$ cat src/sv/rzs_pkg.sv
// Shared widths, codes and the queue item type for the rolling z-score pair signal block.
// No dependencies; every other file imports this package.
package rzs_pkg;

	localparam int WINDOW_LEN = 8;
	localparam int WIN_IDX_W  = $clog2(WINDOW_LEN);
	localparam int FILL_W     = $clog2(WINDOW_LEN + 1);

	localparam int PRICE_W    = 24;
	localparam int SPREAD_W   = PRICE_W + 1;
	localparam int SQ_W       = 2 * PRICE_W;
	localparam int SUM_W      = SPREAD_W + WIN_IDX_W;
	localparam int SUMSQ_W    = SQ_W + WIN_IDX_W;
	localparam int D_W        = SUM_W + 1;
	localparam int V_W        = SUMSQ_W + WIN_IDX_W;

	localparam int THR_W      = 12;
	localparam int THR2_W     = 2 * THR_W;
	localparam int THR_FRAC   = 8;
	localparam int Z_SHIFT    = 2 * THR_FRAC;

	localparam int MUL_W      = 32;
	localparam int PROD_W     = 2 * MUL_W;
	localparam int V_HI_W     = V_W - MUL_W;
	localparam int CMP_W      = V_W + THR2_W;

	// queue depth must stay a power of two (pointers wrap naturally)
	localparam int Q_DEPTH    = 2;
	localparam int Q_PTR_W    = $clog2(Q_DEPTH);
	localparam int Q_CNT_W    = $clog2(Q_DEPTH + 1);

	localparam int CFG_IDX_W  = 1;
	localparam logic [CFG_IDX_W-1:0] REG_ENTRY = 1'd0;
	localparam logic [CFG_IDX_W-1:0] REG_EXIT  = 1'd1;

	localparam logic [THR_W-1:0] ENTRY_RESET = 12'd256;
	localparam logic [THR_W-1:0] EXIT_RESET  = 12'd205;

	typedef enum logic [1:0] {
		SIG_LONG_SHORT = 2'd0,
		SIG_SHORT_LONG = 2'd1,
		SIG_CLOSE      = 2'd2,
		SIG_NONE       = 2'd3
	} sig_t;

	// one scored word: spread, deviation and the window sums before the update
	typedef struct packed {
		logic [SPREAD_W-1:0] spread;
		logic [D_W-1:0]      dev;
		logic [SUM_W-1:0]    sum;
		logic [SUMSQ_W-1:0]  sumsq;
	} rzs_item_t;

endpackage

$ cat src/sv/rzs_fifo.sv
// Short queue of scored words between the front end and the scoring back end.
// Depends on rzs_pkg for the word type and depth.
module rzs_fifo (
	input  logic               clk,
	input  logic               arst_n,
	input  logic               push,
	input  rzs_pkg::rzs_item_t push_item,
	input  logic               pop,
	output rzs_pkg::rzs_item_t head,
	output logic               full,
	output logic               empty
);
	import rzs_pkg::*;

	rzs_item_t          mem_q [Q_DEPTH];
	logic [Q_PTR_W-1:0] wr_ptr_q;
	logic [Q_PTR_W-1:0] rd_ptr_q;
	logic [Q_CNT_W-1:0] cnt_q;

	assign full  = (cnt_q == Q_CNT_W'(Q_DEPTH));
	assign empty = (cnt_q == '0);
	assign head  = mem_q[rd_ptr_q];

	always_ff @(posedge clk or negedge arst_n) begin
		if (!arst_n) begin
			wr_ptr_q <= '0;
			rd_ptr_q <= '0;
			cnt_q    <= '0;
		end else begin
			if (push) begin
				wr_ptr_q <= wr_ptr_q + Q_PTR_W'(1);
			end
			if (pop) begin
				rd_ptr_q <= rd_ptr_q + Q_PTR_W'(1);
			end
			if (push && !pop) begin
				cnt_q <= cnt_q + Q_CNT_W'(1);
			end else if (pop && !push) begin
				cnt_q <= cnt_q - Q_CNT_W'(1);
			end
		end
	end

	always_ff @(posedge clk) begin
		if (push) begin
			mem_q[wr_ptr_q] <= push_item;
		end
	end

	a_no_overflow: assert property (@(posedge clk) disable iff (!arst_n)
		push |-> !full)
		else $error("queue written while full");

	a_no_underflow: assert property (@(posedge clk) disable iff (!arst_n)
		pop |-> !empty)
		else $error("queue read while empty");

endmodule

$ cat config.mk
export PLATFORM = sky130hd
export DESIGN_NAME = rzs_fifo
export DESIGN_NICKNAME = d
export VERILOG_FILES = /design/src/sv/rzs_pkg.sv /design/src/sv/rzs_fifo.sv
export SDC_FILE = /design/constraint.sdc
export NUM_CORES = 1
export LEC_CHECK = 0
export ABC_AREA = 1
export BUFFER_PORTS_ARGS = -buffer_cell sky130_fd_sc_hd__buf_4
export CORE_MARGIN = 2
export CORE_UTILIZATION = 45
export CTS_CLUSTER_SIZE = 14
export DETAILED_ROUTE_END_ITERATION = 7
export HOLD_SLACK_MARGIN = 0.02
export MAX_ROUTING_LAYER = met4
export PLACE_DENSITY_LB_ADDON = 0.1
export SYNTH_ARGS = -nofsm -noshare
export SYNTH_HDL_FRONTEND = slang
export SYNTH_SLANG_ARGS = --single-unit
export TNS_END_PERCENT = 30
$ cat constraint.sdc
create_clock -name clk -period 7.6 [get_ports clk]
set_input_delay 1.14 -clock clk [delete_from_list [all_inputs] [get_ports clk]]
set_output_delay 1.14 -clock clk [all_outputs]
set_load 0.01 [all_outputs]
# Word level (Yosys, flattened, before mapping)

Memories as Yosys holds them, arrays and structs flattened.
Index checks and enable logic that the tools add are counted.

Input bits: 137
Output and inout bits: 135
Word-level logic and storage cells: 19
Memories kept: 1
Bits in registers: 4
Bits in writable memories: 266

Reductions and logical operators: 6
Add/sub/neg operators: 4
Equality and inequality tests: 1
Mux-type cells: 4

Memories:

| memory | depth | width | rd ports | clocked after memory_dff | write ports | RTL line       | text |
|---|---|---|---|---|---|---|---|
| mem_q  | 2     | 133   | 1        | 0                        | 1           | rzs_fifo.sv:15 | `rzs_item_t mem_q [Q_DEPTH];` |

Operators by type and width:

| kind                | count |
|---|---|
| $mux 2              | 2 |
| $add 1x1->1 const B | 2 |
| $add 2x1->2 const B | 1 |
| $eq 2x2->1 const B  | 1 |
| $logic_and 1x1->1   | 2 |
| $logic_not 1->1     | 2 |
| $logic_not 2->1     | 1 |
| $mux 1              | 2 |
| $reduce_bool 2->1   | 1 |
| $sub 2x1->2 const B | 1 |

# Logic depth before layout (Yosys ltp)

Word-level depth: 4
Mapped depth: 7
Mapped depth without buffers: 7

# Worst setup path after synthesis

Ideal clock, no wire load.

Path type: input-to-reg
Start point: in push
End point: mem mem_q[0][0] in the netlist's numbering, enable pin
Setup time: 631 ps
Buffers on the path: 0
Setup slack: 227 ps
Data required time: 6969 ps
Data arrival time: 6742 ps
Stages on the path: 2
Cell sequence: inv_1 -> nor2_1

Cells in the longest elaborated chain, start to end: 2

Ends and longest elaborated chain:

| what                         | RTL line       | text |
|---|---|---|
| start, declared              | rzs_fifo.sv:6  | `input logic push,` |
| $mux 1                       | rzs_fifo.sv:45 | `if (push) begin` |
| $mux 1 (not written as such) | rzs_fifo.sv:46 | `mem_q[wr_ptr_q] <= push_item;` |
| end, declared                | rzs_fifo.sv:15 |  |

Every way passes these cells.

==> results.md <==
* Dominant cells by area after synthesis: edfxtp_1 (80%), mux2_4 (9.0%), mux2_2 (8.2%)
* Worst vdd ir at 277 uV
* Tmin final at 4410 ps
* Largest area contributor in the synthesized netlist: edfxtp_1
* Number of gates resized after cts at 0
* Clock Skews at 6.61 ps
* Antenna violations before repair at 0
* Cell area power density at 371 nW/um2
* Post-detailed-route count of antenna-violating nets at 0
* Critical path required time at 6460 ps
* Count of TritonRoute iterations in the first routing pass at 4
* Cell at the root of the clock tree: clkbuf_16
* Worst skew pair latency at 520 ps
* # port buffers at 271
* Synth Warn # at 0
* CTS Buf Count at 28
* CP endpoint kind: primary output
* Leakage power of the design at 5.14 nW
* Met2 Use GR at 0.268
* CP most frequent cell: buf_4
* Post-DP Area at 12300 um2
* Final WL at 19.3 mm
* Count of hold-fix buffers inserted at cts at 0
* Final critical-path share of the clock period at 0.580
* Number of global-route vias before repair at 5356
* Critical-path maximum fanout at 69
* Starting DRT DRC Count at 208
* Wire length of the first global-routing pass at 28.9 mm
* Launching element type of the critical path: register
* Area of the core region at 21900 um2
* Path class of the lowest-slack min-delay path: in2async
* Synth top area share at 0.795
* Post-detailed-route via-to-cell ratio at 4.85
* Total congestion overflow after global routing at 0
* Post-detailed-placement half-perimeter wirelength at 12.9 mm
* Routed via count at 4994
* Max frequency at 227 MHz
* Distinct cell type count after synthesis at 14
* Share of synthesized registers carrying an async set or reset at 0.0148
* Total negative setup slack at 0 ps
* Number of buffers added for setup after CTS at 0
* Met1 Use GR at 0.196
* Post-route cell area at 13200 um2
* Cell with the biggest individual delay on the critical path: dfrtp_4
* Crit path largest cell delay at 1090 ps
* Unrepaired setup endpoints after global routing: false
* Sinks on Clock Net at 270
* Headroom to the max-slew limit at 0.282
* Layout overhead on the synthesized area at 31.7%
* Primary flip-flop cell chosen by synthesis mapping: edfxtp_1
* Ordered cell list for the critical path: buf_4, mux2_2, buf_4
* Layout Nets at 867
* Final Hold Slack at 404 ps
* Arrival time at the worst endpoint at 3270 ps
* Die boundary width at 153 um
* Flip-flop and latch count after synthesis at 270
* Number of nets produced by synthesis at 577
* DRC at 0
* Total chip power at 4.90 mW
* Average footprint of a synthesized cell at 22.9 um2
* Floorplan die height at 153 um
* Starting Density at 0.459
* Layer with the highest usage after global routing: met2
* Maximum number of pins on one net before global-route repair at 78
* Maximum buffer depth of the clock tree at 3
* Run status: completed
* Number of cell rows at 54
* Sequential share of the synthesized area at 0.805
* Class of the most critical setup path: reg2out
* Post-detailed-route wirelength per cell at 18.8 um
* Global Route Usage Sum at 0.162
* Gp weighted congestion at 0.755
* TritonCTS clock tree: yes
* Number of H-tree branching levels at 1
* Global-route met3 utilization at 0.0471
* Count of endpoints failing setup in the final report at 0
* Fraction of final layout cells with drive strength greater than 1 at 0.593
* Hold Fails Final Rpt at 0
* Number of filler cells placed in the layout at 1676
* Worst-margin pin slew at 1080 ps
* Synth cell count leaders: edfxtp_1 (266), mux2_2 (73), mux2_4 (60), buf_6 (8)
* Summed instance area of the synthesized netlist at 10000 um2
* Most numerous cell in the Yosys netlist: edfxtp_1
* Final count of pins violating max slew at 0
* Number of flops mapped to enable cells by yosys at 266
* Synth Instances at 439
* N_diodes at 0
* Total of max-cap violations at 0
* Worst-path clk slew at 60 ps
* Area of the die at 23500 um2
* Top Ports at 272
## layer usage
layer	vias up	wire (um)
met5	-	0
met4	0	413
met3	31	1560
met2	198	9650
met1	2456	7690
li1	2309	-
## critical path, delay by kind of cell, from the launching register on
family | cells | cell delay, ps
DFF | 1 | 1090
muxes | 1 | 430
buffers and inverters | 2 | 1120
## stage by stage
stage          cells  setup slack, ps  utilization
6_report        1030             3190        0.604
5_1_grt         1030             2980        0.604
4_1_cts         1030             3130        0.604
3_5_place_dp     979             3710        0.564
3_3_place_gp     979             3740        0.564
2_1_floorplan    439              227            -
## cells in the final DEF (no fill, tap or decap)
| cell type | n |
|---|---|
| buf_4 | 275 |
| bufinv_16 | 2 |
| clkbuf_1 | 10 |
| clkbuf_16 | 29 |
| clkbuf_8 | 1 |
| clkinv_1 | 7 |
| clkinv_2 | 1 |
| dfrtp_1 | 3 |
| dfrtp_4 | 1 |
| edfxtp_1 | 266 |
| ha_1 | 1 |
| inv_1 | 6 |
| inv_6 | 2 |
| mux2_2 | 73 |
| mux2_4 | 60 |
| nand2_1 | 5 |
| nand3_1 | 1 |
| nand4_1 | 1 |
| nor2_1 | 2 |
| nor2_4 | 1 |
| xnor2_1 | 1 |
| xor2_1 | 2 |
## state kept, by name, summed over array words and instances (netlist names)
name and count:
cnt_q 2, mem_q 266, wr_ptr_q 1, rd_ptr_q 1
## cells by family after synthesis
| kind of cell | Yosys count | share of synthesized area |
|---|---|---|
| xor gates and xnor gates | 3 | 0.00262 |
| adders and majority gates | 1 | 0.00125 |
| buffers and inverters | 22 | 0.0151 |
| DFF | 270 | 0.805 |
| muxes | 133 | 0.172 |
| and+or+nand+nor | 10 | 0.00411 |
## final timing paths
kind / from / end / slack [ps] / cells after the start
max: rd_ptr_q$_DFFE_PN0P_ / head[6] / 3190 / 3
min: arst_n / cnt_q[1]$_DFFE_PN0P_ / 400 / 1
max reg2reg: wr_ptr_q$_DFFE_PN0P_ / mem_q[1][103]$_DFFE_PP_ / 5260 / 3
min reg2reg: cnt_q[1]$_DFFE_PN0P_ / cnt_q[1]$_DFFE_PN0P_ / 510 / 2
max in group asynchronous: arst_n / rd_ptr_q$_DFFE_PN0P_ / 7070 / 1
min in group clk: cnt_q[1]$_DFFE_PN0P_ / cnt_q[1]$_DFFE_PN0P_ / 510 / 2
## report_power, final
part | internal (mW) | switching [mW]
Combinational | 0.831 | 0.656
Sequential | 1.98 | 0.151
Clock | 0.774 | 0.509
## area by class of cell
| class | instances | area (um2) | share of cell area |
|---|---|---|---|
| sequential | 270 | 8090 | 0.612 |
| clock buffer | 40 | 777 | 0.0588 |
| tap | 280 | 350 | 0.0265 |
| timing repair buffer | 275 | 2060 | 0.156 |
| inverter | 7 | 31.3 | 0.00237 |
| clock inverter | 11 | 100 | 0.00757 |
| multi-input combinational | 147 | 1810 | 0.137 |
Note: power is estimated with default switching activity, not from simulation.
