$ cat src/sv/rzs_pkg.sv
// Shared widths, codes and the queue item type for the rolling z-score pair signal block.
// No dependencies; every other file imports this package.
package rzs_pkg;

	localparam int WINDOW_LEN = 8;
	localparam int WIN_IDX_W  = $clog2(WINDOW_LEN);
	localparam int FILL_W     = $clog2(WINDOW_LEN + 1);

	localparam int PRICE_W    = 24;
	localparam int SPREAD_W   = PRICE_W + 1;
	localparam int SQ_W       = 2 * PRICE_W;
	localparam int SUM_W      = SPREAD_W + WIN_IDX_W;
	localparam int SUMSQ_W    = SQ_W + WIN_IDX_W;
	localparam int D_W        = SUM_W + 1;
	localparam int V_W        = SUMSQ_W + WIN_IDX_W;

	localparam int THR_W      = 12;
	localparam int THR2_W     = 2 * THR_W;
	localparam int THR_FRAC   = 8;
	localparam int Z_SHIFT    = 2 * THR_FRAC;

	localparam int MUL_W      = 32;
	localparam int PROD_W     = 2 * MUL_W;
	localparam int V_HI_W     = V_W - MUL_W;
	localparam int CMP_W      = V_W + THR2_W;

	// queue depth must stay a power of two (pointers wrap naturally)
	localparam int Q_DEPTH    = 2;
	localparam int Q_PTR_W    = $clog2(Q_DEPTH);
	localparam int Q_CNT_W    = $clog2(Q_DEPTH + 1);

	localparam int CFG_IDX_W  = 1;
	localparam logic [CFG_IDX_W-1:0] REG_ENTRY = 1'd0;
	localparam logic [CFG_IDX_W-1:0] REG_EXIT  = 1'd1;

	localparam logic [THR_W-1:0] ENTRY_RESET = 12'd256;
	localparam logic [THR_W-1:0] EXIT_RESET  = 12'd205;

	typedef enum logic [1:0] {
		SIG_LONG_SHORT = 2'd0,
		SIG_SHORT_LONG = 2'd1,
		SIG_CLOSE      = 2'd2,
		SIG_NONE       = 2'd3
	} sig_t;

	// one scored word: spread, deviation and the window sums before the update
	typedef struct packed {
		logic [SPREAD_W-1:0] spread;
		logic [D_W-1:0]      dev;
		logic [SUM_W-1:0]    sum;
		logic [SUMSQ_W-1:0]  sumsq;
	} rzs_item_t;

endpackage

$ cat src/sv/rzs_front.sv
// Front end: takes price pairs, forms the spread and its square, keeps the window and sums.
// Pushes one word per scored pair into the queue. Depends on rzs_pkg.
module rzs_front (
	input  logic                      clk,
	input  logic                      arst_n,
	input  logic                      in_valid,
	output logic                      in_stall,
	input  logic [rzs_pkg::PRICE_W-1:0] price_a,
	input  logic [rzs_pkg::PRICE_W-1:0] price_b,
	input  logic                      q_full,
	output logic                      push,
	output rzs_pkg::rzs_item_t        push_item
);
	import rzs_pkg::*;

	logic                       advance;
	logic                       commit;
	logic                       filled;
	logic                       valid_s1;
	logic                       valid_s2;
	logic signed [SPREAD_W-1:0] spread_s1;
	logic signed [SPREAD_W-1:0] spread_s2;
	logic [SQ_W-1:0]            sq_s2;
	logic [PRICE_W-1:0]         mag_s1;
	logic signed [SPREAD_W-1:0] win_spread_q [WINDOW_LEN];
	logic [SQ_W-1:0]            win_sq_q [WINDOW_LEN];
	logic [FILL_W-1:0]          fill_q;
	logic signed [SUM_W-1:0]    sum_q;
	logic [SUMSQ_W-1:0]         sumsq_q;
	logic signed [SUM_W-1:0]    sum_d;
	logic [SUMSQ_W-1:0]         sumsq_d;
	logic signed [D_W-1:0]      dev;

	assign advance  = !q_full;
	assign in_stall = q_full;
	assign filled   = (fill_q == FILL_W'(WINDOW_LEN));
	assign commit   = advance && valid_s2;
	assign push     = commit && filled;

	assign mag_s1 = spread_s1[SPREAD_W-1] ? PRICE_W'(-spread_s1) : PRICE_W'(spread_s1);

	// tail of the shift line is the oldest spread
	always_comb begin
		sum_d   = sum_q + SUM_W'(spread_s2);
		sumsq_d = sumsq_q + SUMSQ_W'(sq_s2);
		if (filled) begin
			sum_d   = sum_d - SUM_W'(win_spread_q[WINDOW_LEN-1]);
			sumsq_d = sumsq_d - SUMSQ_W'(win_sq_q[WINDOW_LEN-1]);
		end
	end

	assign dev = D_W'(spread_s2) * D_W'(WINDOW_LEN) - D_W'(sum_q);

	always_comb begin
		push_item.spread = spread_s2;
		push_item.dev    = dev;
		push_item.sum    = sum_q;
		push_item.sumsq  = sumsq_q;
	end

	always_ff @(posedge clk or negedge arst_n) begin
		if (!arst_n) begin
			valid_s1 <= 1'b0;
			valid_s2 <= 1'b0;
			fill_q   <= '0;
			sum_q    <= '0;
			sumsq_q  <= '0;
		end else begin
			if (advance) begin
				valid_s1 <= in_valid;
				valid_s2 <= valid_s1;
			end
			if (commit) begin
				sum_q   <= sum_d;
				sumsq_q <= sumsq_d;
				if (!filled) begin
					fill_q <= fill_q + FILL_W'(1);
				end
			end
		end
	end

	always_ff @(posedge clk) begin
		if (advance) begin
			spread_s1 <= SPREAD_W'({1'b0, price_a}) - SPREAD_W'({1'b0, price_b});
			spread_s2 <= spread_s1;
			sq_s2     <= SQ_W'(mag_s1) * SQ_W'(mag_s1);
		end
		if (commit) begin
			win_spread_q[0] <= spread_s2;
			win_sq_q[0]     <= sq_s2;
			for (int i = 1; i < WINDOW_LEN; i++) begin
				win_spread_q[i] <= win_spread_q[i-1];
				win_sq_q[i]     <= win_sq_q[i-1];
			end
		end
	end

	a_fill_bound: assert property (@(posedge clk) disable iff (!arst_n)
		fill_q <= FILL_W'(WINDOW_LEN))
		else $error("fill count ran past the window length");

endmodule

$ cat config.mk
export PLATFORM = sky130hd
export DESIGN_NAME = rzs_front
export DESIGN_NICKNAME = d
export VERILOG_FILES = /design/src/sv/rzs_pkg.sv /design/src/sv/rzs_front.sv
export SDC_FILE = /design/constraint.sdc
export NUM_CORES = 2
export LEC_CHECK = 0
export ABC_CLOCK_PERIOD_IN_PS = 17450
export BUFFER_PORTS_ARGS = -buffer_cell sky130_fd_sc_hd__buf_2
export CAP_MARGIN = 20
export CORE_ASPECT_RATIO = 2
export CORE_MARGIN = 2
export CORE_UTILIZATION = 54
export CTS_CLUSTER_SIZE = 12
export DETAILED_ROUTE_END_ITERATION = 10
export PLACE_DENSITY = 0.83
export SLEW_MARGIN = 15
export SYNTH_ARGS = -nofsm -noshare
export SYNTH_HDL_FRONTEND = slang
export SYNTH_SLANG_ARGS = --single-unit
$ cat constraint.sdc
create_clock -name clk -period 17.45 [get_ports clk]
set_clock_uncertainty 0.15 [all_clocks]
set_input_delay 4.3625 -clock clk [delete_from_list [all_inputs] [get_ports clk]]
set_output_delay 4.3625 -clock clk [all_outputs]
set_load 0.01 [all_outputs]
# Word level (Yosys, flattened, before mapping)
# Memory sizes are Yosys's and may differ from the RTL's.
# Cells that the tools add are included.
# totals
in_bits	52
memories	2
wordCells	30
out_inout_bits	135
register_bits	183
ram_bits	584
# op_classes
n_eq_ne	1
mux	5
reduce_logical	4
mul	1
bitwise	1
addsub	8
# mem_list
memory	words	width	read_ports	rd_ports_with_merged_regs	write_ports	line_no	text
win_sq_q	8	48	8	0	8	rzs_front.sv:26	logic [SQ_W-1:0] win_sq_q [WINDOW_LEN];
win_spread_q	8	25	8	0	8	rzs_front.sv:25	logic signed [SPREAD_W-1:0] win_spread_q [WINDOW_LEN];
# op_table
cell	count
adder 51 x 48 -> 51 bit	1
2-to-1 mux 51 bit	1
subtractor 51 x 48 -> 51 bit	1
multiplier 24 x 24 -> 48 bit	1
subtractor 28 x 28 -> 29 bit	1
adder 28 x 25 -> 28 bit	1
2-to-1 mux 28 bit	1
subtractor 28 x 25 -> 28 bit	1
subtractor 24 x 24 -> 25 bit	1
2-to-1 mux 24 bit	1
negator 24 bit	1
adder 4 x 1 -> 4 bit (second input constant)	1
equality test 4 bit (second input constant)	1
logical AND 1 bit	2
2-to-1 mux 1 bit	2
AND reduction 2 bit	1
logical NOT 1 bit	1
NOT 1 bit	1

# Longest topological paths before layout
# depth
ltp_word	4
mapped_depth	37
ltp_nobuf	34

# Least setup slack after synthesis
# Ideal clock, no wire load.
# synth_path
path_kind	input to register
from	in q_full
to	mem win_spread_q[0][0] (netlist bit) (enable)
t_arrival_ps	22541
path_slack_ps	-6394
required_ps	16147
stages	4
n_path_buf	1
setup_ps	1153
path_cell_list	inv_1 nand2_1 inv_2 clkbuf_1
# synth_lines
item	line_no	text
from (decl)	rzs_front.sv:10	input logic q_full,
to (decl)	rzs_front.sv:25	

# Worst setup path in the final report
# layout_path
from	in q_full
to	out push
# layout_via
elab_chain_len	3
# layout_lines
item	line_no	text
logical NOT 1 bit	rzs_front.sv:34	assign advance = !q_full;
logical AND 1 bit	rzs_front.sv:37	assign commit = advance && valid_s2;
logical AND 1 bit	rzs_front.sv:38	assign push = commit && filled;
to (decl)	rzs_front.sv:11	output logic push,
# Every way passes these cells.

==> results.json <==
{
  "status": "complete, no violations",
  "ys_ff_latch": 749,
  "tightest_slew_ps": 1140,
  "ys_warn_count": 0,
  "routabilityCongestion": 1.01,
  "cts_buffer_depth": 3,
  "slowest_stage": "inv_8",
  "cts_made_buffers": 74,
  "hold_path_class": "reg2reg",
  "cp_max_fo": 132,
  "maxSlewHeadroom": 0.237,
  "grt_start_max_net_pins": 213,
  "first_iter_violations": 2955,
  "rr_worst_depth": 35,
  "routed_via_density": 5.78,
  "numPortBuffers": 186,
  "grt_pass1_vias": 36200,
  "path_cells": "buf_2, inv_4, nand2_4, inv_8, nand2_1, inv_1, buf_2",
  "grt_pass1_wl_um": 195000,
  "drc": 0,
  "min_period_ps": 11410,
  "chipHeight_um": 436,
  "synth_top_area_share": 0.396,
  "post_cts_resized": 0,
  "setup-tns-final_ps": 0,
  "crit_path_max_incr_delay_ps": 670,
  "rsz0062_at_grt": "false",
  "areaGrowthSynthToFinish_pct": 9.01,
  "yosysSeqAreaShare": 0.438,
  "yosys-top-cells-area": "edfxtp_1, fa_1, ha_1",
  "io_pins": 187,
  "synth_area_leader_cell": "edfxtp_1",
  "dpl.hpwl_um": 94600,
  "clkSinkCount": 749,
  "antenna_found_initial": 1,
  "antenna_left": 0,
  "cts_setup_buffers": 0,
  "slew_violations": 0,
  "nFillCells": 7284,
  "async_flop_share": 0.113,
  "fin_nets": 5498,
  "postCtsHoldBufs": 0,
  "syn_area_um2": 50400,
  "drive_gt1_frac": 0.0766,
  "hold_depth": 0,
  "critPathLaunchType": "input port",
  "start_util": 0.544,
  "cts-root-buf": "clkbuf_16",
  "stdcell_count": 5901,
  "cts_htree_levels": 3,
  "setup_viol": 0,
  "synth_nets": 5304,
  "min_to": "win_sq_q[1][73]",
  "first_pass_iters": 8,
  "finish.instance_area_um2": 54900,
  "fp.dieW_um": 220,
  "ys_types": 85,
  "clk_pin_slew_ps": 60,
  "required_ps": 12940,
  "worstSkewPairLatency_ps": 650,
  "placedCellCount": 5767,
  "ys.flop_type": "edfxtp_1",
  "wirelength_um": 126000,
  "wl_per_cell_um": 21.3,
  "vias": 34100,
  "grt_overflow": 0,
  "placed_cell_area_um2": 52700,
  "core_area_um2": 92500,
  "hold_viol_final": 0,
  "synth-edff-count": 664,
  "grt_usage": 0.268,
  "die_area_um2": 95900,
  "maxCapViolCount": 0,
  "crit_top_cell": "buf_2",
  "hp-start": "win_sq_q[1][25]",
  "r2r_start": "spread_s1[0]",
  "crit_type": "in2out",
  "arrival_ps": 6900,
  "synthCells": 4451,
  "r2r-end": "sq_s2[39]",
  "cts_tree": "built",
  "reg2reg_slack_ps": 6230,
  "avgSynthCellArea_um2": 11.3,
  "timing.fmax_mhz": 87.6,
  "row_count": 158,
  "post-route-period-util": 0.654,
  "cp-end-kind": "output port"
}
## kinds of logic after synthesis
group | Yosys count | share of synthesized area
simple gates | 958 | 0.0856
buf+inv | 891 | 0.0669
compound gates | 801 | 0.102
fa+ha+maj | 801 | 0.263
flops | 749 | 0.438
xor+xnor | 244 | 0.0431
mux | 7 | 0.00149
## Yosys cell counts (7+ instances only)
master and instances:
ha_1 375, buf_1 7, nand2b_1 35, xor2_1 80
nor2b_1 33, or4_1 10, inv_1 776, a31oi_1 57
fa_1 426, and3_1 27, nor3_1 45, a21boi_0 14
o211ai_1 15, nand2_1 360, o311ai_0 8, nor2_1 296
clkbuf_1 90, o2111ai_1 7, a211o_1 8, or2_2 8
a2111oi_0 10, o21bai_1 34, nor4_1 8, dfrtp_1 85
and2_1 16, o21ai_0 147, o21a_1 27, o31ai_1 13
xnor2_1 161, a211oi_1 34, nand4_1 22, nand3_1 55
nand3b_1 9, a21oi_1 241, edfxtp_1 664, or3_1 10
a22oi_1 11, a21o_1 98
## cells in the final DEF (no fill, tap or decap), types with 147 or more instances in the layout
cell type	Yosys	final
buf_2	6	185
edfxtp_1	664	664
xnor2_1	161	154
a21oi_1	241	241
o21ai_0	147	147
inv_1	776	775
ha_1	375	375
nand2_1	360	359
nor2_1	296	295
fa_1	426	426
## area by class of cell
class | instances | area, µm² | area share
multi-input cells | 2811 | 25000 | 0.455
flip-flops and latches | 749 | 22100 | 0.402
inverters | 784 | 2950 | 0.0538
clock buffers | 119 | 2020 | 0.0368
well taps | 1200 | 1500 | 0.0274
repair buffers | 225 | 1240 | 0.0226
clock inverters | 12 | 106 | 0.00194
diodes | 1 | 2.50 | 0.0000456
## layer usage
metal / routed length [µm] / vias up / track usage
li1: - / 15400 / -
met1: 42400 / 16700 / 0.286
met2: 65600 / 1434 / 0.480
met3: 8250 / 524 / 0.0453
met4: 9480 / 0 / 0.179
met5: 0 / - / 0
## worst max-delay path by stage
stage                     depth (start not counted)  slack, ps            endpoint    from
after CTS                                         7       5970                push  q_full
after global placement                            7       6090                push  q_full
final                                             7       6040                push  q_full
after detailed placement                          7       5970                push  q_full
after floorplan                                   4       2300  win_spread_q[0][0]  q_full
after global routing                              7       5850                push  q_full
## worst max-delay path, delay by kind of cell
| family | cells | cell delay [ps] |
|---|---|---|
| buf+inv | 5 | 1610 |
| simple gates | 2 | 850 |
## metrics by stage
step | setup WS (ps) | hold WS (ps) | util
floorplan | 2300 | 250 | -
global placement | 6090 | 250 | 0.570
detailed placement | 5970 | 255 | 0.570
CTS | 5970 | 252 | 0.593
global route | 5850 | 267 | 0.593
finish | 6040 | 252 | 0.593
## registers in the layout, summed over array words and instances, names as in the netlist
signal,flops
spread_s1,25
fill_q,4
valid_s2,1
sumsq_q,51
sq_s2,46
win_sq_q,368
valid_s1,1
sum_q,28
spread_s2,25
win_spread_q,200
Power is not shown: default switching activity piles up to over one toggle a cycle in this logic, so the estimate is an artifact.
