===== src/sv/rzs_pkg.sv =====
// Shared widths, codes and the queue item type for the rolling z-score pair signal block.
// No dependencies; every other file imports this package.
package rzs_pkg;

	localparam int WINDOW_LEN = 8;
	localparam int WIN_IDX_W  = $clog2(WINDOW_LEN);
	localparam int FILL_W     = $clog2(WINDOW_LEN + 1);

	localparam int PRICE_W    = 24;
	localparam int SPREAD_W   = PRICE_W + 1;
	localparam int SQ_W       = 2 * PRICE_W;
	localparam int SUM_W      = SPREAD_W + WIN_IDX_W;
	localparam int SUMSQ_W    = SQ_W + WIN_IDX_W;
	localparam int D_W        = SUM_W + 1;
	localparam int V_W        = SUMSQ_W + WIN_IDX_W;

	localparam int THR_W      = 12;
	localparam int THR2_W     = 2 * THR_W;
	localparam int THR_FRAC   = 8;
	localparam int Z_SHIFT    = 2 * THR_FRAC;

	localparam int MUL_W      = 32;
	localparam int PROD_W     = 2 * MUL_W;
	localparam int V_HI_W     = V_W - MUL_W;
	localparam int CMP_W      = V_W + THR2_W;

	// queue depth must stay a power of two (pointers wrap naturally)
	localparam int Q_DEPTH    = 2;
	localparam int Q_PTR_W    = $clog2(Q_DEPTH);
	localparam int Q_CNT_W    = $clog2(Q_DEPTH + 1);

	localparam int CFG_IDX_W  = 1;
	localparam logic [CFG_IDX_W-1:0] REG_ENTRY = 1'd0;
	localparam logic [CFG_IDX_W-1:0] REG_EXIT  = 1'd1;

	localparam logic [THR_W-1:0] ENTRY_RESET = 12'd256;
	localparam logic [THR_W-1:0] EXIT_RESET  = 12'd205;

	typedef enum logic [1:0] {
		SIG_LONG_SHORT = 2'd0,
		SIG_SHORT_LONG = 2'd1,
		SIG_CLOSE      = 2'd2,
		SIG_NONE       = 2'd3
	} sig_t;

	// one scored word: spread, deviation and the window sums before the update
	typedef struct packed {
		logic [SPREAD_W-1:0] spread;
		logic [D_W-1:0]      dev;
		logic [SUM_W-1:0]    sum;
		logic [SUMSQ_W-1:0]  sumsq;
	} rzs_item_t;

endpackage


===== src/sv/rzs_back.sv =====
// Back end: scores one queued word at a time with a shared 32x32 multiplier sequence,
// then hands the result to the output register. Depends on rzs_pkg.
module rzs_back (
	input  logic                       clk,
	input  logic                       arst_n,
	input  rzs_pkg::rzs_item_t         head,
	input  logic                       q_empty,
	output logic                       pop,
	input  logic [rzs_pkg::THR_W-1:0]  entry_thr,
	input  logic [rzs_pkg::THR_W-1:0]  exit_thr,
	output logic                       out_valid,
	input  logic                       out_stall,
	output logic [1:0]                 signal,
	output logic [rzs_pkg::SPREAD_W-1:0] spread_value
);
	import rzs_pkg::*;

	typedef enum logic [3:0] {
		ST_IDLE,
		ST_DD,
		ST_SQ,
		ST_V,
		ST_E2,
		ST_X2,
		ST_ENT_HI,
		ST_ENT,
		ST_EXT_HI,
		ST_EXT,
		ST_OUT
	} state_t;

	state_t              state_q;
	logic                out_valid_q;
	sig_t                signal_q;
	logic [SPREAD_W-1:0] spread_value_q;

	logic [SPREAD_W-1:0] spread_q;
	logic [D_W-1:0]      dev_q;
	logic [SUM_W-1:0]    sum_q;
	logic [SUMSQ_W-1:0]  sumsq_q;
	logic [PROD_W-1:0]   prod_q;
	logic [PROD_W-1:0]   acc_q;
	logic [PROD_W-1:0]   dd_q;
	logic [V_W-1:0]      v_q;
	logic [THR2_W-1:0]   e2_q;
	logic [THR2_W-1:0]   x2_q;
	logic [CMP_W-1:0]    ent_q;
	logic [CMP_W-1:0]    ext_q;

	logic [MUL_W-1:0]    op_a;
	logic [MUL_W-1:0]    op_b;
	logic [D_W-1:0]      dev_mag;
	logic [SUM_W-1:0]    sum_mag;
	logic [CMP_W-1:0]    dd_sh;
	logic                dev_pos;
	logic                dev_neg;
	sig_t                sig_d;
	logic                out_free;

	assign pop      = (state_q == ST_IDLE) && !q_empty;
	assign out_free = !out_valid_q || !out_stall;

	assign dev_mag = dev_q[D_W-1] ? D_W'(-dev_q) : dev_q;
	assign sum_mag = sum_q[SUM_W-1] ? SUM_W'(-sum_q) : sum_q;

	always_comb begin
		case (state_q)
			ST_DD: begin
				op_a = MUL_W'(dev_mag);
				op_b = MUL_W'(dev_mag);
			end
			ST_SQ: begin
				op_a = MUL_W'(sum_mag);
				op_b = MUL_W'(sum_mag);
			end
			ST_V: begin
				op_a = MUL_W'(entry_thr);
				op_b = MUL_W'(entry_thr);
			end
			ST_E2: begin
				op_a = MUL_W'(exit_thr);
				op_b = MUL_W'(exit_thr);
			end
			ST_X2: begin
				op_a = v_q[MUL_W-1:0];
				op_b = MUL_W'(e2_q);
			end
			ST_ENT_HI: begin
				op_a = MUL_W'(v_q[V_W-1:MUL_W]);
				op_b = MUL_W'(e2_q);
			end
			ST_ENT: begin
				op_a = v_q[MUL_W-1:0];
				op_b = MUL_W'(x2_q);
			end
			ST_EXT_HI: begin
				op_a = MUL_W'(v_q[V_W-1:MUL_W]);
				op_b = MUL_W'(x2_q);
			end
			default: begin
				op_a = '0;
				op_b = '0;
			end
		endcase
	end

	// z^2 against threshold^2, both sides scaled to integers
	assign dd_sh   = CMP_W'(dd_q) << Z_SHIFT;
	assign dev_pos = !dev_q[D_W-1] && (dev_q != '0);
	assign dev_neg = dev_q[D_W-1];

	always_comb begin
		if (dev_pos && (dd_sh > ent_q)) begin
			sig_d = SIG_LONG_SHORT;
		end else if (dev_neg && (dd_sh > ent_q)) begin
			sig_d = SIG_SHORT_LONG;
		end else if (dd_sh < ext_q) begin
			sig_d = SIG_CLOSE;
		end else begin
			sig_d = SIG_NONE;
		end
	end

	always_ff @(posedge clk or negedge arst_n) begin
		if (!arst_n) begin
			state_q        <= ST_IDLE;
			out_valid_q    <= 1'b0;
			signal_q       <= SIG_NONE;
			spread_value_q <= '0;
		end else begin
			if (out_valid_q && !out_stall && (state_q != ST_OUT)) begin
				out_valid_q <= 1'b0;
			end
			case (state_q)
				ST_IDLE: begin
					if (!q_empty) begin
						state_q <= ST_DD;
					end
				end
				ST_DD:     state_q <= ST_SQ;
				ST_SQ:     state_q <= ST_V;
				ST_V:      state_q <= ST_E2;
				ST_E2:     state_q <= ST_X2;
				ST_X2:     state_q <= ST_ENT_HI;
				ST_ENT_HI: state_q <= ST_ENT;
				ST_ENT:    state_q <= ST_EXT_HI;
				ST_EXT_HI: state_q <= ST_EXT;
				ST_EXT:    state_q <= ST_OUT;
				ST_OUT: begin
					if (out_free) begin
						out_valid_q    <= 1'b1;
						signal_q       <= sig_d;
						spread_value_q <= spread_q;
						state_q        <= ST_IDLE;
					end
				end
				default:   state_q <= ST_IDLE;
			endcase
		end
	end

	// datapath: prod_q always holds the product requested in the previous state
	always_ff @(posedge clk) begin
		prod_q <= PROD_W'(op_a) * PROD_W'(op_b);
		if (pop) begin
			spread_q <= head.spread;
			dev_q    <= head.dev;
			sum_q    <= head.sum;
			sumsq_q  <= head.sumsq;
		end
		case (state_q)
			ST_SQ:     dd_q  <= prod_q;
			ST_V:      v_q   <= V_W'(sumsq_q) * V_W'(WINDOW_LEN) - V_W'(prod_q);
			ST_E2:     e2_q  <= THR2_W'(prod_q);
			ST_X2:     x2_q  <= THR2_W'(prod_q);
			ST_ENT_HI: acc_q <= prod_q;
			ST_ENT:    ent_q <= CMP_W'(acc_q) + (CMP_W'(prod_q) << MUL_W);
			ST_EXT_HI: acc_q <= prod_q;
			ST_EXT:    ext_q <= CMP_W'(acc_q) + (CMP_W'(prod_q) << MUL_W);
			default: ;
		endcase
	end

	assign out_valid    = out_valid_q;
	assign signal       = signal_q;
	assign spread_value = spread_value_q;

	a_result_loaded: assert property (@(posedge clk) disable iff (!arst_n)
		(state_q == ST_IDLE) && ($past(state_q) == ST_OUT) |-> out_valid_q)
		else $error("scored word finished without a result");

endmodule


===== config.mk =====
export PLATFORM = sky130hd
export DESIGN_NAME = rzs_back
export DESIGN_NICKNAME = d
export VERILOG_FILES = /design/src/sv/rzs_pkg.sv /design/src/sv/rzs_back.sv
export SDC_FILE = /design/constraint.sdc
export NUM_CORES = 2
export LEC_CHECK = 0
export CAP_MARGIN = 10
export CORE_MARGIN = 5
export CORE_UTILIZATION = 60
export DETAILED_ROUTE_END_ITERATION = 8
export DONT_BUFFER_PORTS = 1
export HOLD_SLACK_MARGIN = 0.1
export PLACE_DENSITY_LB_ADDON = 0.25
export SETUP_SLACK_MARGIN = 0.2
export SYNTH_ARGS = -nofsm -noshare
export SYNTH_HDL_FRONTEND = slang
export SYNTH_SLANG_ARGS = --single-unit

===== constraint.sdc =====
create_clock -name clk -period 15.3 [get_ports clk]
set_clock_uncertainty 0.05 [all_clocks]
set_input_delay 3.06 -clock clk [delete_from_list [all_inputs] [get_ports clk]]
set_output_delay 3.06 -clock clk [all_outputs]
set_load 0.01 [all_outputs]

# Word level (Yosys, flattened, before mapping)
# Cells that the tools add are included.
[word_totals]
latchBits = 0
output_inout_bits = 29
regBits = 613
input_bits = 161
memories = 0
mem_bits_ro = 0
elab_cells = 68
ram_bits = 0
[classes]
n_bitwise = 0
reduce_logical = 19
muxes = 13
div_mod_pow = 0
n_lt_le_gt_ge = 2
n_addsub = 4
multipliers = 1
n_shift = 0
eq_ne = 13
[ops]
columns = ["operator", "n"]
rows = [
  ["case mux 32 bit (6 select lines)", 1],
  ["case mux 29 bit (6 select lines)", 1],
  ["adder 64 x 78 -> 78 bit", 1],
  ["> comparator 78 bit", 1],
  ["< comparator 78 bit", 1],
  ["multiplier 32 x 32 -> 64 bit", 1],
  ["subtractor 54 bit", 1],
  ["case mux 4 bit (11 select lines)", 1],
  ["two-way mux 29 bit", 1],
  ["negation 29 bit", 1],
  ["nonzero test 29 bit", 1],
  ["two-way mux 28 bit", 1],
  ["negation 28 bit", 1],
  ["equality test 4 x 3 -> 1 bit, second input constant", 4],
  ["equality test 4 bit, second input constant", 3],
  ["equality test 4 x 2 -> 1 bit, second input constant", 2],
  ["two-way mux 4 bit", 2],
  ["OR reduction 2 bit", 4],
  ["logical AND 1 bit", 6],
  ["equality test 4 x 1 -> 1 bit, second input constant", 1],
  ["logical NOT 1 bit", 4],
  ["logical NOT 4 bit", 1],
  ["two-way mux 1 bit", 4],
  ["two-way mux 2 bit", 2],
  ["other kinds (4)", 6],
]

# Longest topological paths before layout
[depth]
word_depth = 6
ltp_mapped = 39
depth_no_buf = 37

# Worst setup path after synthesis
# OpenSTA, ideal clock, no wires.
[synth_timing]
path_kind = "register to register"
startpoint = "register state_q[1]"
endpoint = "register prod_q[47]"
setup_ns = 0.072
path_stages_with_launch = 35
n_path_buf = 5
path_slack_ns = 3.045
t_arrival_ns = 12.133
path_cell_list = "dfrtp_1 -> clkbuf_1 -> nand2_1 -> nor2_1 -> or2_2 -> clkbuf_1 -> clkbuf_1 -> a221o_1 -> clkbuf_1 -> nand2_1 -> fa_1 -> inv_1 -> fa_1 -> inv_1 -> fa_1 -> fa_1 -> fa_1 -> inv_1 -> fa_1 -> fa_1 -> inv_1 -> fa_1 -> inv_1 -> ha_1 -> clkbuf_1 -> nand4_1 -> nor2_1 -> nand3_1 -> o41a_1 -> nand3_1 -> a21o_1 -> a31oi_1 -> o221a_2 -> nor2_1 -> xor2_1"
[synth_via]
elab_chain_cells = 4
elab_cells_between_ends = 15
classes_between = "mul: 1; eq/ne: 8; mux: 2; reduce/logical: 4"
[synth_rtl]
columns = ["item", "line_no", "text"]
rows = [
  ["start, declared", "rzs_back.sv:32", "state_t state_q;"],
  ["start signal, assigned", "rzs_back.sv:126", "state_q <= ST_IDLE;"],
  ["start signal, assigned", "rzs_back.sv:137", "state_q <= ST_DD;"],
  ["start signal, assigned", "rzs_back.sv:140", "ST_DD: state_q <= ST_SQ;"],
  ["equality test 4 bit or equality test 4 x 3 -> 1 bit (tied branches)", "rzs_back.sv:67", "case (state_q)"],
  ["OR reduction 2 bit (no line)", "-", ""],
  ["case mux 32 bit (6 select lines) or case mux 29 bit (6 select lines) (tied branches)", "rzs_back.sv:67", ""],
  ["multiplier 32 x 32 -> 64 bit *", "rzs_back.sv:164", "prod_q <= PROD_W'(op_a) * PROD_W'(op_b);"],
  ["end signal, assigned", "rzs_back.sv:164", ""],
  ["end, declared", "rzs_back.sv:41", "logic [PROD_W-1:0] prod_q;"],
]
# Every way passes the cells marked *; elsewhere a longest branch is shown, timed or not.
# A chain may end at the register's enable or synchronous reset.

# Worst setup path in the final report
[layout_timing]
startpoint = "input entry_thr[4] (netlist name)"
endpoint = "register prod_q[60]"
[layout_via]
elab_chain_cells = 2
elab_cells_between_ends = 3
classes_between = "mul: 1; mux: 2"
[layout_rtl]
columns = ["item", "line_no", "text"]
rows = [
  ["start, declared", "rzs_back.sv:9", "input logic [rzs_pkg::THR_W-1:0] entry_thr,"],
  ["case mux 32 bit (6 select lines) or case mux 29 bit (6 select lines) (tied branches)", "rzs_back.sv:67", ""],
  ["multiplier 32 x 32 -> 64 bit *", "rzs_back.sv:164", ""],
]
# Marks and branches as above.

==> out/qor.yml <==
whs_endpoint: "ext_q[26]"
die-area_sq_um: 104000
min_from: "acc_q[26]"
wl_per_cell_um: 26.7
crit_start: "entry_thr[4]"
antenna_found_initial: 5
worst_setup_path_start_kind: "input pin"
status: "completed"
r2r_cells: 33
grt_use_total_pct: 35.9
syn_area_sq_um: 58300
yosys_warnings: 0
cts_tree: "yes"
portBuffers: 0
overflow: 0
min_path_type: "reg -> reg"
grt_max_degree: 71
start_util_pct: 60.4
antenna_left: 0
postCtsSetupBuffers: 0
dieWidth_um: 322
drt_pass1_iterations: 7
whs_ns: 0.373
cts_root_buffer: "clkbuf_16"
gp_congestion: 1.02
cap_violations: 0
drt-vias-per-instance: 6.18
worstMarginPinSlew_ns: 1.40
syn2layout_area_growth_pct: 6.30
drt_iter0_drc: 4738
hpwl_um: 141000
synth-async-reset-ratio_pct: 5.22
hold_viol_final: 0
grt_pass1_vias: 43586
nets: 7055
die_h_um: 322
ys_seq_elements: 613
multi_input_area_sq_um: 35900
dpl-instance-area_sq_um: 60100
vias: 42909
clkSlewWorstSetupHoldPaths_ns: 0.07
synth_edf_count: 517
end_kind: "flop"
critPathKind: "in -> reg"
layout-drive-gt1-share_pct: 5.23
cts_buffers: 56
slew_headroom_pct: 6.66
clock_path_buffers: 3
regArea_sq_um: 17600
arrival_ns: 13.02
rsz0062_at_grt: "no"
core.rowCount: 114
fmax_mhz: 80.0
synthesis.instances: 5665
synthFlopType: "edfxtp_1"
worst_ep_required_time_ns: 15.83
fin_crit_ns: 12.49
reg2reg_to: "prod_q[60]"
synth_area_per_cell_sq_um: 10.3
final_area_sq_um: 62000
cts_resized: 0
clk_latency_ns: 0.65
fillers: 7633
cts_sinks: 613
grt_pass1_wl_um: 275000
slew_violations: 0
cts_hold_repair.buffers: 0
ys_seq_area_share_pct: 30.2
drt-total-wl_um: 185000
setup_viol: 0
h-tree-depth: 2
reg2reg_slack_ns: 3.11
r2r-start: "sum_q[4]"
cp_max_fo: 21
fin_crit_sh_pct: 81.7
tns_ns: 0
hold_depth: 0
core_sq_um: 96600
synth_cell_type_count: 84
io_pins: 190
drc: 0
[final cells by class]
| cell class | count | area share, % |
|---|---|---|
| clock buffer | 74 | 2.54 |
| timing repair buffer | 94 | 1.14 |
| antenna | 4 | 0.0161 |
| sequential | 613 | 28.4 |
| multi-input combinational | 3719 | 58.0 |
| tap | 1276 | 2.57 |
| inverter | 1130 | 6.84 |
| clock inverter | 31 | 0.545 |
[through the flow]
stage                     util, %  std cells  setup slack, ns
after floorplan                 -       5694             3.05
after global placement       62.2       6832             2.63
after detailed placement     62.2       6832             2.55
after CTS                    64.2       6937             3.18
after global routing         64.2       6937             2.81
final                        64.2       6941             2.81
[logic make-up (layout without fill, tap and decap cells)]
family	Yosys count	after routing	synth area share, %
compound gates	760	760	9.14
xor+xnor	195	195	2.93
fa+ha+maj	1280	1280	37.9
buf+inv	1362	1329	8.87
flops	613	613	30.2
mux	28	28	0.536
other cells	2	35	0.0129
simple gates	1425	1425	10.5
[synth_stat cells, types with 33 or more instances]
| master | n | share of area (%) |
|---|---|---|
| a21o_1 | 135 | 1.7 |
| a21oi_1 | 181 | 1.6 |
| a221o_1 | 56 | 0.96 |
| a221oi_1 | 42 | 0.63 |
| clkbuf_1 | 190 | 1.2 |
| dfxtp_1 | 64 | 2.2 |
| edfxtp_1 | 517 | 27 |
| fa_1 | 808 | 28 |
| ha_1 | 472 | 10 |
| inv_1 | 1128 | 7.3 |
| nand2_1 | 601 | 3.9 |
| nand3_1 | 40 | 0.34 |
| nand4_1 | 67 | 0.72 |
| nor2_1 | 514 | 3.3 |
| nor3_1 | 37 | 0.32 |
| o21ai_0 | 111 | 0.95 |
| o21bai_1 | 33 | 0.42 |
| xnor2_1 | 97 | 1.5 |
| xor2_1 | 98 | 1.5 |
[cell usage in the layout, fill, tap and decap left out, types with 20 or more instances in the layout]
cell and count:
inv_1 1127, fa_1 808, nand2_1 601, edfxtp_1 517, nor2_1 510, ha_1 472
a21oi_1 180, a21o_1 135, o21ai_0 110, xor2_1 98, xnor2_1 97, buf_4 94
nand4_1 67, dfxtp_1 64, clkbuf_16 59, a221o_1 50, nand3_1 40, nor3_1 35
a221oi_2 35, o21bai_1 33, conb_1 31, dfrtp_1 30, and3_1 26, mux2_2 26
and2_1 23, nor2b_1 22, nor4_1 20, o31ai_1 20, o21a_1 20
[worst max-delay path by stage]
stage	endpoint	slack, ns
finish	prod_q[60]	2.81
global route	prod_q[60]	2.81
CTS	prod_q[60]	3.18
detailed placement	prod_q[60]	2.55
global placement	prod_q[58]	2.63
floorplan	prod_q[47]	3.05
[registers in the layout (all words and copies together), names as in the netlist, 24 cells and up]
signal,count
dev_q,29
spread_value,25
ext_q,78
x2_q,24
prod_q,64
ent_q,78
dd_q,62
sumsq_q,51
spread_q,25
acc_q,64
v_q,54
e2_q,24
sum_q,28
[critical path, stage by stage]
cell and delay [ns]:
a222oi_1 0.88, o21ai_0 0.60, a221oi_2 0.32, buf_4 0.40, nor2_1 0.11, fa_1 0.57, fa_1 0.45, fa_1 0.52
inv_1 0.06, fa_1 0.52, inv_1 0.05, fa_1 0.51, inv_1 0.05, fa_1 0.49, inv_1 0.06, fa_1 0.52
inv_1 0.06, fa_1 0.54, inv_1 0.05, ha_1 0.46, a21oi_1 0.13, o311ai_0 0.57, o21ai_0 0.28, a31oi_1 0.62
o21a_1 0.22, o21ai_0 0.20, o41ai_1 0.50, xor2_1 0.19
[layer usage]
layer	global-route usage [%]	wire length, um
met2	54.7	81400
met4	19.0	13300
met1	46.8	67400
met3	11.1	22900
met5	0	63
Power is not shown: default switching activity piles up to over one toggle a cycle in this logic, so the estimate is an artifact.
